--- config.mk ---
export PLATFORM = sky130hd
export DESIGN_NAME = product_scan_operand_addresser
export DESIGN_NICKNAME = d
export VERILOG_FILES = /design/src/rtl/psoa_pkg.sv /design/src/rtl/product_scan_operand_addresser.sv /design/src/rtl/psoa_col_setup.sv /design/src/rtl/psoa_pair_unit.sv
export SDC_FILE = /design/constraint.sdc
export NUM_CORES = 1
export LEC_CHECK = 0
export ABC_CLOCK_PERIOD_IN_PS = 6500
export BUFFER_PORTS_ARGS = -buffer_cell sky130_fd_sc_hd__buf_2
export CAP_MARGIN = 20
export CORE_AREA = 2 2 81 83
export DETAILED_ROUTE_END_ITERATION = 10
export DIE_AREA = 0 0 83 85
export GPL_TIMING_DRIVEN = 0
export PLACE_DENSITY = 0.78
export SYNTH_ARGS = -nofsm -noshare
export SYNTH_HDL_FRONTEND = slang
export SYNTH_SLANG_ARGS = --single-unit
--- constraint.sdc ---
create_clock -name clk_i -period 6.5 [get_ports clk_i]
set_clock_uncertainty 0.2 [all_clocks]
set_input_delay 0.325 -clock clk_i [delete_from_list [all_inputs] [get_ports clk_i]]
set_output_delay 0.325 -clock clk_i [all_outputs]
set_load 0.02 [all_outputs]
--- src/rtl/psoa_pkg.sv ---
// Shared constants and types for the product scanning operand addresser.
// Used by psoa_col_setup, psoa_pair_unit and product_scan_operand_addresser.
`timescale 1ns / 1ps
`default_nettype none

package psoa_pkg;

  localparam int unsigned MAX_LIMBS = 32;
  // Largest usable limb count: MAX_LIMBS, but never above what a 5-bit index reaches
  localparam int unsigned LIMB_CAP  = (MAX_LIMBS < 32) ? MAX_LIMBS : 32;

  localparam int unsigned LIMB_W  = 6;  // limb count register width
  localparam int unsigned INDEX_W = 5;  // limb index width
  localparam int unsigned COL_W   = 6;  // column index width
  localparam int unsigned CFG_IDX_W = 2;

  localparam logic [CFG_IDX_W-1:0] CFG_A_LIMBS = 2'd0;
  localparam logic [CFG_IDX_W-1:0] CFG_B_LIMBS = 2'd1;

  // Column description handed from setup to the pair unit
  typedef struct packed {
    logic [COL_W-1:0]   col;
    logic [INDEX_W-1:0] a_hi;
    logic [INDEX_W-1:0] a_lo;
    logic               last_col;
  } col_t;

  // One index pair as presented at the output
  typedef struct packed {
    logic [INDEX_W-1:0] a_idx;
    logic [INDEX_W-1:0] b_idx;
    logic [COL_W-1:0]   col;
    logic               last_in_col;
    logic               last_col;
  } pair_t;

  // Clamp a limb count register to 1 .. LIMB_CAP
  function automatic logic [LIMB_W-1:0] eff_limbs(input logic [LIMB_W-1:0] v);
    logic [LIMB_W-1:0] r;
    r = v;
    if (v == '0) begin
      r = LIMB_W'(1);
    end else if (v > LIMB_W'(LIMB_CAP)) begin
      r = LIMB_W'(LIMB_CAP);
    end
    return r;
  endfunction

endpackage

`default_nettype wire

--- src/rtl/product_scan_operand_addresser.sv ---
// Product scanning operand addresser: emits the limb index pairs of one column per request.
// Each accepted request loads the pair unit; each pair is then registered into the output when the slot is free.
// Throughput: one pair per cycle from the pair stepping unit while the output is not stalled;
// a column of n pairs (n up to 32) holds off the next request until its last pair leaves the unit.
// Reset: limb counts return to 1, the product restarts at column 0, output empties.
// Depends on psoa_pkg, psoa_col_setup and psoa_pair_unit.
`timescale 1ns / 1ps
`default_nettype none

module product_scan_operand_addresser import psoa_pkg::*; (
  input  wire logic                 clk_i,
  input  wire logic                 rst_ni,
  input  wire logic                 cfg_we_i,
  input  wire logic [CFG_IDX_W-1:0] cfg_idx_i,
  input  wire logic [LIMB_W-1:0]    cfg_wdata_i,
  input  wire logic                 in_valid_i,
  output logic                      in_stall_o,
  input  wire logic                 restart_i,
  output logic                      out_valid_o,
  input  wire logic                 out_stall_i,
  output logic [INDEX_W-1:0]        a_index_o,
  output logic [INDEX_W-1:0]        b_index_o,
  output logic [COL_W-1:0]          column_o,
  output logic                      last_in_column_o,
  output logic                      last_column_o
);

  col_t  col;
  pair_t pair;
  pair_t out_q;
  logic  busy;
  logic  take;
  logic  slot_free;
  logic  advance;
  logic  ovld_q, ovld_d;

  assign in_stall_o = busy;
  assign take       = in_valid_i && !busy;
  assign slot_free  = !ovld_q || !out_stall_i;
  assign advance    = busy && slot_free;

  psoa_col_setup u_setup (
    .clk_i      (clk_i),
    .rst_ni     (rst_ni),
    .cfg_we_i   (cfg_we_i),
    .cfg_idx_i  (cfg_idx_i),
    .cfg_wdata_i(cfg_wdata_i),
    .take_i     (take),
    .restart_i  (restart_i),
    .col_o      (col)
  );

  psoa_pair_unit u_pair (
    .clk_i    (clk_i),
    .rst_ni   (rst_ni),
    .load_i   (take),
    .col_i    (col),
    .advance_i(advance),
    .busy_o   (busy),
    .pair_o   (pair)
  );

  always_comb begin
    ovld_d = ovld_q;
    if (advance) begin
      ovld_d = 1'b1;
    end else if (!out_stall_i) begin
      ovld_d = 1'b0;
    end
  end

  always_ff @(posedge clk_i or negedge rst_ni) begin
    if (!rst_ni) begin
      ovld_q <= 1'b0;
    end else begin
      ovld_q <= ovld_d;
    end
  end

  always_ff @(posedge clk_i) begin
    if (advance) begin
      out_q <= pair;
    end
  end

  assign out_valid_o      = ovld_q;
  assign a_index_o        = out_q.a_idx;
  assign b_index_o        = out_q.b_idx;
  assign column_o         = out_q.col;
  assign last_in_column_o = out_q.last_in_col;
  assign last_column_o    = out_q.last_col;

  // An accepted request keeps the unit busy for at least one pair
  a_take_busy: assert property (@(posedge clk_i) disable iff (!rst_ni)
    take |=> busy)
    else $error("request accepted but pair unit idle");

  // Each pair sums to its column
  a_col_sum: assert property (@(posedge clk_i) disable iff (!rst_ni)
    out_valid_o |-> (column_o == (COL_W'(a_index_o) + COL_W'(b_index_o))))
    else $error("column differs from index sum");

  // The unit only goes idle right after loading the column's last pair
  a_end_flag: assert property (@(posedge clk_i) disable iff (!rst_ni)
    $fell(busy) |-> (out_valid_o && last_in_column_o))
    else $error("column ended without last pair flag");

  // A pair is never overwritten while the consumer stalls
  a_no_overrun: assert property (@(posedge clk_i) disable iff (!rst_ni)
    (out_valid_o && out_stall_i) |-> !advance)
    else $error("output overwritten under stall");

endmodule

`default_nettype wire

--- src/rtl/psoa_col_setup.sv ---
// Configuration registers, column counter and per-column bounds.
// Depends on psoa_pkg.
`timescale 1ns / 1ps
`default_nettype none

module psoa_col_setup import psoa_pkg::*; (
  input  wire logic                 clk_i,
  input  wire logic                 rst_ni,
  input  wire logic                 cfg_we_i,
  input  wire logic [CFG_IDX_W-1:0] cfg_idx_i,
  input  wire logic [LIMB_W-1:0]    cfg_wdata_i,
  input  wire logic                 take_i,
  input  wire logic                 restart_i,
  output col_t                      col_o
);

  logic [LIMB_W-1:0] a_limbs_q, a_limbs_d;
  logic [LIMB_W-1:0] b_limbs_q, b_limbs_d;
  logic [COL_W-1:0]  next_col_q, next_col_d;

  logic [LIMB_W-1:0]  na, nb;
  logic [INDEX_W-1:0] na_m1, nb_m1;
  logic [COL_W-1:0]   final_col;
  logic [COL_W-1:0]   c;
  logic [COL_W-1:0]   a_lo_wide;

  always_comb begin
    a_limbs_d = a_limbs_q;
    b_limbs_d = b_limbs_q;
    if (cfg_we_i) begin
      case (cfg_idx_i)
        CFG_A_LIMBS: a_limbs_d = cfg_wdata_i;
        CFG_B_LIMBS: b_limbs_d = cfg_wdata_i;
        default: ;
      endcase
    end
  end

  always_comb begin
    na        = eff_limbs(a_limbs_q);
    nb        = eff_limbs(b_limbs_q);
    na_m1     = INDEX_W'(na - LIMB_W'(1));
    nb_m1     = INDEX_W'(nb - LIMB_W'(1));
    final_col = COL_W'(na_m1) + COL_W'(nb_m1);
    // Restart, or a stale counter after a register change, goes back to column 0
    c = (restart_i || (next_col_q > final_col)) ? '0 : next_col_q;
    a_lo_wide = (c > COL_W'(nb_m1)) ? (c - COL_W'(nb_m1)) : '0;

    col_o.col      = c;
    col_o.a_hi     = (c < COL_W'(na_m1)) ? INDEX_W'(c) : na_m1;
    col_o.a_lo     = INDEX_W'(a_lo_wide);
    col_o.last_col = (c == final_col);

    next_col_d = next_col_q;
    if (take_i) begin
      next_col_d = col_o.last_col ? '0 : (c + COL_W'(1));
    end
  end

  always_ff @(posedge clk_i or negedge rst_ni) begin
    if (!rst_ni) begin
      a_limbs_q  <= LIMB_W'(1);
      b_limbs_q  <= LIMB_W'(1);
      next_col_q <= '0;
    end else begin
      a_limbs_q  <= a_limbs_d;
      b_limbs_q  <= b_limbs_d;
      next_col_q <= next_col_d;
    end
  end

endmodule

`default_nettype wire

--- src/rtl/psoa_pair_unit.sv ---
// Pair stepping unit: one shared decrement and compare walks the A index
// from the column's top bound down to its bottom bound. Depends on psoa_pkg.
`timescale 1ns / 1ps
`default_nettype none

module psoa_pair_unit import psoa_pkg::*; (
  input  wire logic clk_i,
  input  wire logic rst_ni,
  input  wire logic load_i,
  input  wire col_t col_i,
  input  wire logic advance_i,
  output logic      busy_o,
  output pair_t     pair_o
);

  logic               busy_q, busy_d;
  logic [INDEX_W-1:0] a_q, a_d;
  logic [INDEX_W-1:0] a_lo_q, a_lo_d;
  logic [COL_W-1:0]   col_q, col_d;
  logic               last_col_q, last_col_d;
  logic               at_end;
  logic [COL_W-1:0]   b_wide;

  assign at_end = (a_q == a_lo_q);
  assign b_wide = col_q - COL_W'(a_q);

  always_comb begin
    busy_d     = busy_q;
    a_d        = a_q;
    a_lo_d     = a_lo_q;
    col_d      = col_q;
    last_col_d = last_col_q;
    if (load_i) begin
      busy_d     = 1'b1;
      a_d        = col_i.a_hi;
      a_lo_d     = col_i.a_lo;
      col_d      = col_i.col;
      last_col_d = col_i.last_col;
    end else if (advance_i && busy_q) begin
      // Drop out after the bottom pair, otherwise step A down
      if (at_end) begin
        busy_d = 1'b0;
      end else begin
        a_d = a_q - INDEX_W'(1);
      end
    end
  end

  always_ff @(posedge clk_i or negedge rst_ni) begin
    if (!rst_ni) begin
      busy_q <= 1'b0;
    end else begin
      busy_q <= busy_d;
    end
  end

  always_ff @(posedge clk_i) begin
    a_q        <= a_d;
    a_lo_q     <= a_lo_d;
    col_q      <= col_d;
    last_col_q <= last_col_d;
  end

  assign busy_o             = busy_q;
  assign pair_o.a_idx       = a_q;
  assign pair_o.b_idx       = INDEX_W'(b_wide);
  assign pair_o.col         = col_q;
  assign pair_o.last_in_col = at_end;
  assign pair_o.last_col    = last_col_q;

endmodule

`default_nettype wire

==> summary.txt <==
Worst setup path
  – CP delay by family, top: simple AND/OR/NAND/NOR gates
  – Critical path data required time: 6.38 ns
  – Crit Path Class: reg2reg
  – Worst Path Buf+Inv: 4
  – Crit-path most repeated cell: ha_1
  – Type of origin of the critical path: flop
  – WP data arrival: 5.93 ns
  – Slowest stage delay, CP: 0.46 ns
  – Crit. End Element: flop
  – Crit-path slowest cell: dfrtp_1
  – CP Max Fanout: 10

Place
  – Placer Congestion: 0.9103
  – Hpwl dp: 5280 um
  – Port Buf Inserts: 33

Status
  – Status: complete, no violations

Cells and area
  – Antenna diode count: 0
  – Share of cells above drive strength 1: 0.2358
  – Layout overhead on the synthesized area: 10.85%
  – Fill cells: 503
  – Nets: 412

Die
  – Core area: 6205 um2
  – Die footprint: 7055 um2
  – IO Pins: 34
  – DIE HEIGHT: 85 um
  – Rows: 29
  – Initial Util: 0.5763
  – Die X: 83 um

Clocking
  – Post-CTS setup buffer count: 0
  – TritonCTS Buffers: 5
  – CTS max path bufs: 2
  – Max H-tree Level: 2
  – CTS tree: built
  – Sink Count: 55
  – Skew-Pair Late Insertion Delay: 0.32 ns
  – Clk root buf: clkbuf_8
  – Clock slew at reported path FFs: 0.10 ns

Yosys
  – Ys async rst share: 0.3636
  – Most common flop cell mapped by yosys: edfxtp_1
  – Sequential share of the synthesized area: 0.4346
  – Synth top area share: 0.2939
  – Synth top area cells: edfxtp_1, dfrtp_1, ha_1, xnor2_1, mux2_2
  – Commonest cells post-synth: edfxtp_1, inv_1, ha_1, nand2_1, nor2_1
  – Synthesis warning total: 0
  – Cell with the most instances after synthesis: edfxtp_1
  – EDFF count, synth: 35
  – Flops & latches, synth: 55
  – Largest area contributor in the netlist: edfxtp_1
  – Syn Nets: 371
  – Syn_area_per_cell: 10.94 um2
  – Cell variety after synth: 66
  – Post-Syn Area: 3576 um2
  – Cells after Synth: 327

Routing
  – Drt total wl: 6874 um
  – DRC Markers: 0
  – Via count: 2506
  – DRT iter0 DRCs: 116
  – First-pass DRT Iterations: 4
  – ANT nets after route: 0
  – Avg WL per Cell: 15.41 um
  – Avg Vias per Cell: 5.619

Pwr
  – Total power draw: 1.921 mW
  – Pwr dens: 484.5 nW/um2
  – VDD IR max: 249.7 uV
  – Leak: 1.689 nW

STA
  – RSZ-0062 raised after global routing: no
  – Hold_ws: 0.05067 ns
  – Final period utilization: 0.9310
  – Setup TNS: 0 ns
  – Max Freq: 165.3 MHz
  – Final Hold Fails: 0
  – Final setup viols: 0
  – Slew Limit Fails: 0
  – Relative slew margins: 0.4053
  – Slew @ Worst Pin: 0.8901 ns
  – Fin crit period: 6.051 ns

Global route
  – Pin count of the biggest net entering global routing: 22
  – First-pass GRT wire length: 11590 um
  – All-Layer GR Usage: 0.2036
  – Vias in the first global route: 2433
  – GR Overflow Total: 0
  – Initial antenna violation count: 0

Flow run
  – Max-cap violation count: 0

Hold path
  – Hold WC Path Type: in2reg
[report_power, final]
| group | total [mW] | internal [mW] | switching (mW) |
|---|---|---|---|
| Combinational | 1.12 | 0.480 | 0.641 |
| Sequential | 0.599 | 0.517 | 0.0815 |
| Clock | 0.201 | 0.0801 | 0.120 |
[cell families after synthesis]
family,synth area share
XOR/XNOR,0.06333
flip-flops,0.4346
AO/OA/AOI/OAI,0.1424
buffers and inverters,0.05108
multiplexers,0.04304
AND/OR/NAND/NOR,0.1543
adder cells (fa/ha/maj),0.1113
[final timing paths]
path	from	slack (ns)	end	cells past startpoint
setup / recovery	u_setup.a_limbs_q[1]	0.45	u_pair.a_q[1]	26
hold / removal	cfg_wdata_i[5]	0.05	u_setup.a_limbs_q[5]	3
setup reg to reg	u_setup.a_limbs_q[1]	0.45	u_pair.a_q[1]	26
hold reg to reg	u_pair.last_col_q	0.24	last_column_o	0
max in group asynchronous	rst_ni	5.46	u_setup.a_limbs_q[0]	2
min in group asynchronous	rst_ni	0.28	u_setup.next_col_q[3]	2
[metrics by stage]
| step | worst slack (ns) | cell area, um2 | util | std cells |
|---|---|---|---|---|
| CTS | 0.2260 | 3945 | 0.6358 | 446 |
| floorplan | 1.007 | 3576 | - | 327 |
| global placement | 0.2735 | 3837 | 0.6185 | 437 |
| detailed placement | 0.2643 | 3837 | 0.6185 | 437 |
| finish | 0.4486 | 3964 | 0.6388 | 446 |
| global route | 0.05441 | 3964 | 0.6388 | 446 |
[placed cells by master, fill, tap and decap left out, types with 3 or more instances in the layout]
| cell type | count |
|---|---|
| nand2_1 | 27 |
| a211oi_1 | 5 |
| inv_1 | 28 |
| xor2_1 | 8 |
| nand2b_1 | 8 |
| mux2_2 | 11 |
| buf_2 | 33 |
| nor2b_1 | 5 |
| nand3_1 | 5 |
| nor3_1 | 9 |
| clkbuf_8 | 6 |
| and2_1 | 5 |
| a21oi_1 | 11 |
| dfrtp_1 | 18 |
| a21o_1 | 5 |
| ha_1 | 27 |
| buf_6 | 5 |
| o21ai_0 | 8 |
| xnor2_1 | 16 |
| nor2_1 | 18 |
| o211ai_1 | 3 |
| mux2i_1 | 3 |
| fa_1 | 3 |
| edfxtp_1 | 35 |
| nor3b_1 | 3 |
[sequential cells by signal (all words and copies together), names as in the netlist, 5 cells and up]
register / flops
u_setup.b_limbs_q: 6
u_setup.next_col_q: 6
u_pair.a_lo_q: 5
u_pair.col_q: 6
column_o: 6
u_pair.a_q: 5
b_index_o: 5
u_setup.a_limbs_q: 6
a_index_o: 5
[what timing repair did]
action | 4_1_cts | 5_1_grt
hold buffers | 1 | 0
endpoints found under the hold margin | 18 | 0
setup endpoints to repair | 0 | 8
gates resized for setup | 0 | 4
[per-layer routing]
| layer | vias up | GRT usage | wire, um |
|---|---|---|---|
| li1 | 1254 | - | - |
| met1 | 1207 | 0.2538 | 3021 |
| met2 | 40 | 0.3724 | 3588 |
| met3 | 5 | 0.03210 | 207 |
| met4 | 0 | 0.04918 | 55 |
| met5 | - | 0 | 0 |
[final cells by class]
| cell class | count | area [um2] | share of cell area |
|---|---|---|---|
| Timing Repair Buffer | 34 | 175.2 | 0.04419 |
| Clock buffer | 5 | 68.82 | 0.01736 |
| Clock inverter | 3 | 28.78 | 0.007260 |
| Tap cell | 77 | 96.34 | 0.02431 |
| Multi-Input combinational cell | 236 | 1858 | 0.4687 |
| Inverter | 29 | 108.9 | 0.02746 |
| Buffer | 7 | 73.82 | 0.01862 |
| Sequential cell | 55 | 1554 | 0.3920 |
[worst reg2reg max path: cells and delay by family (launching register included)]
kind | cells | cell delay [ns]
AO/OA/AOI/OAI | 8 | 1.47
adder cells (fa/ha/maj) | 4 | 1.22
buffers and inverters | 4 | 0.50
flip-flops | 1 | 0.46
AND/OR/NAND/NOR | 10 | 1.96
Note: power is estimated with default switching activity, not from simulation.
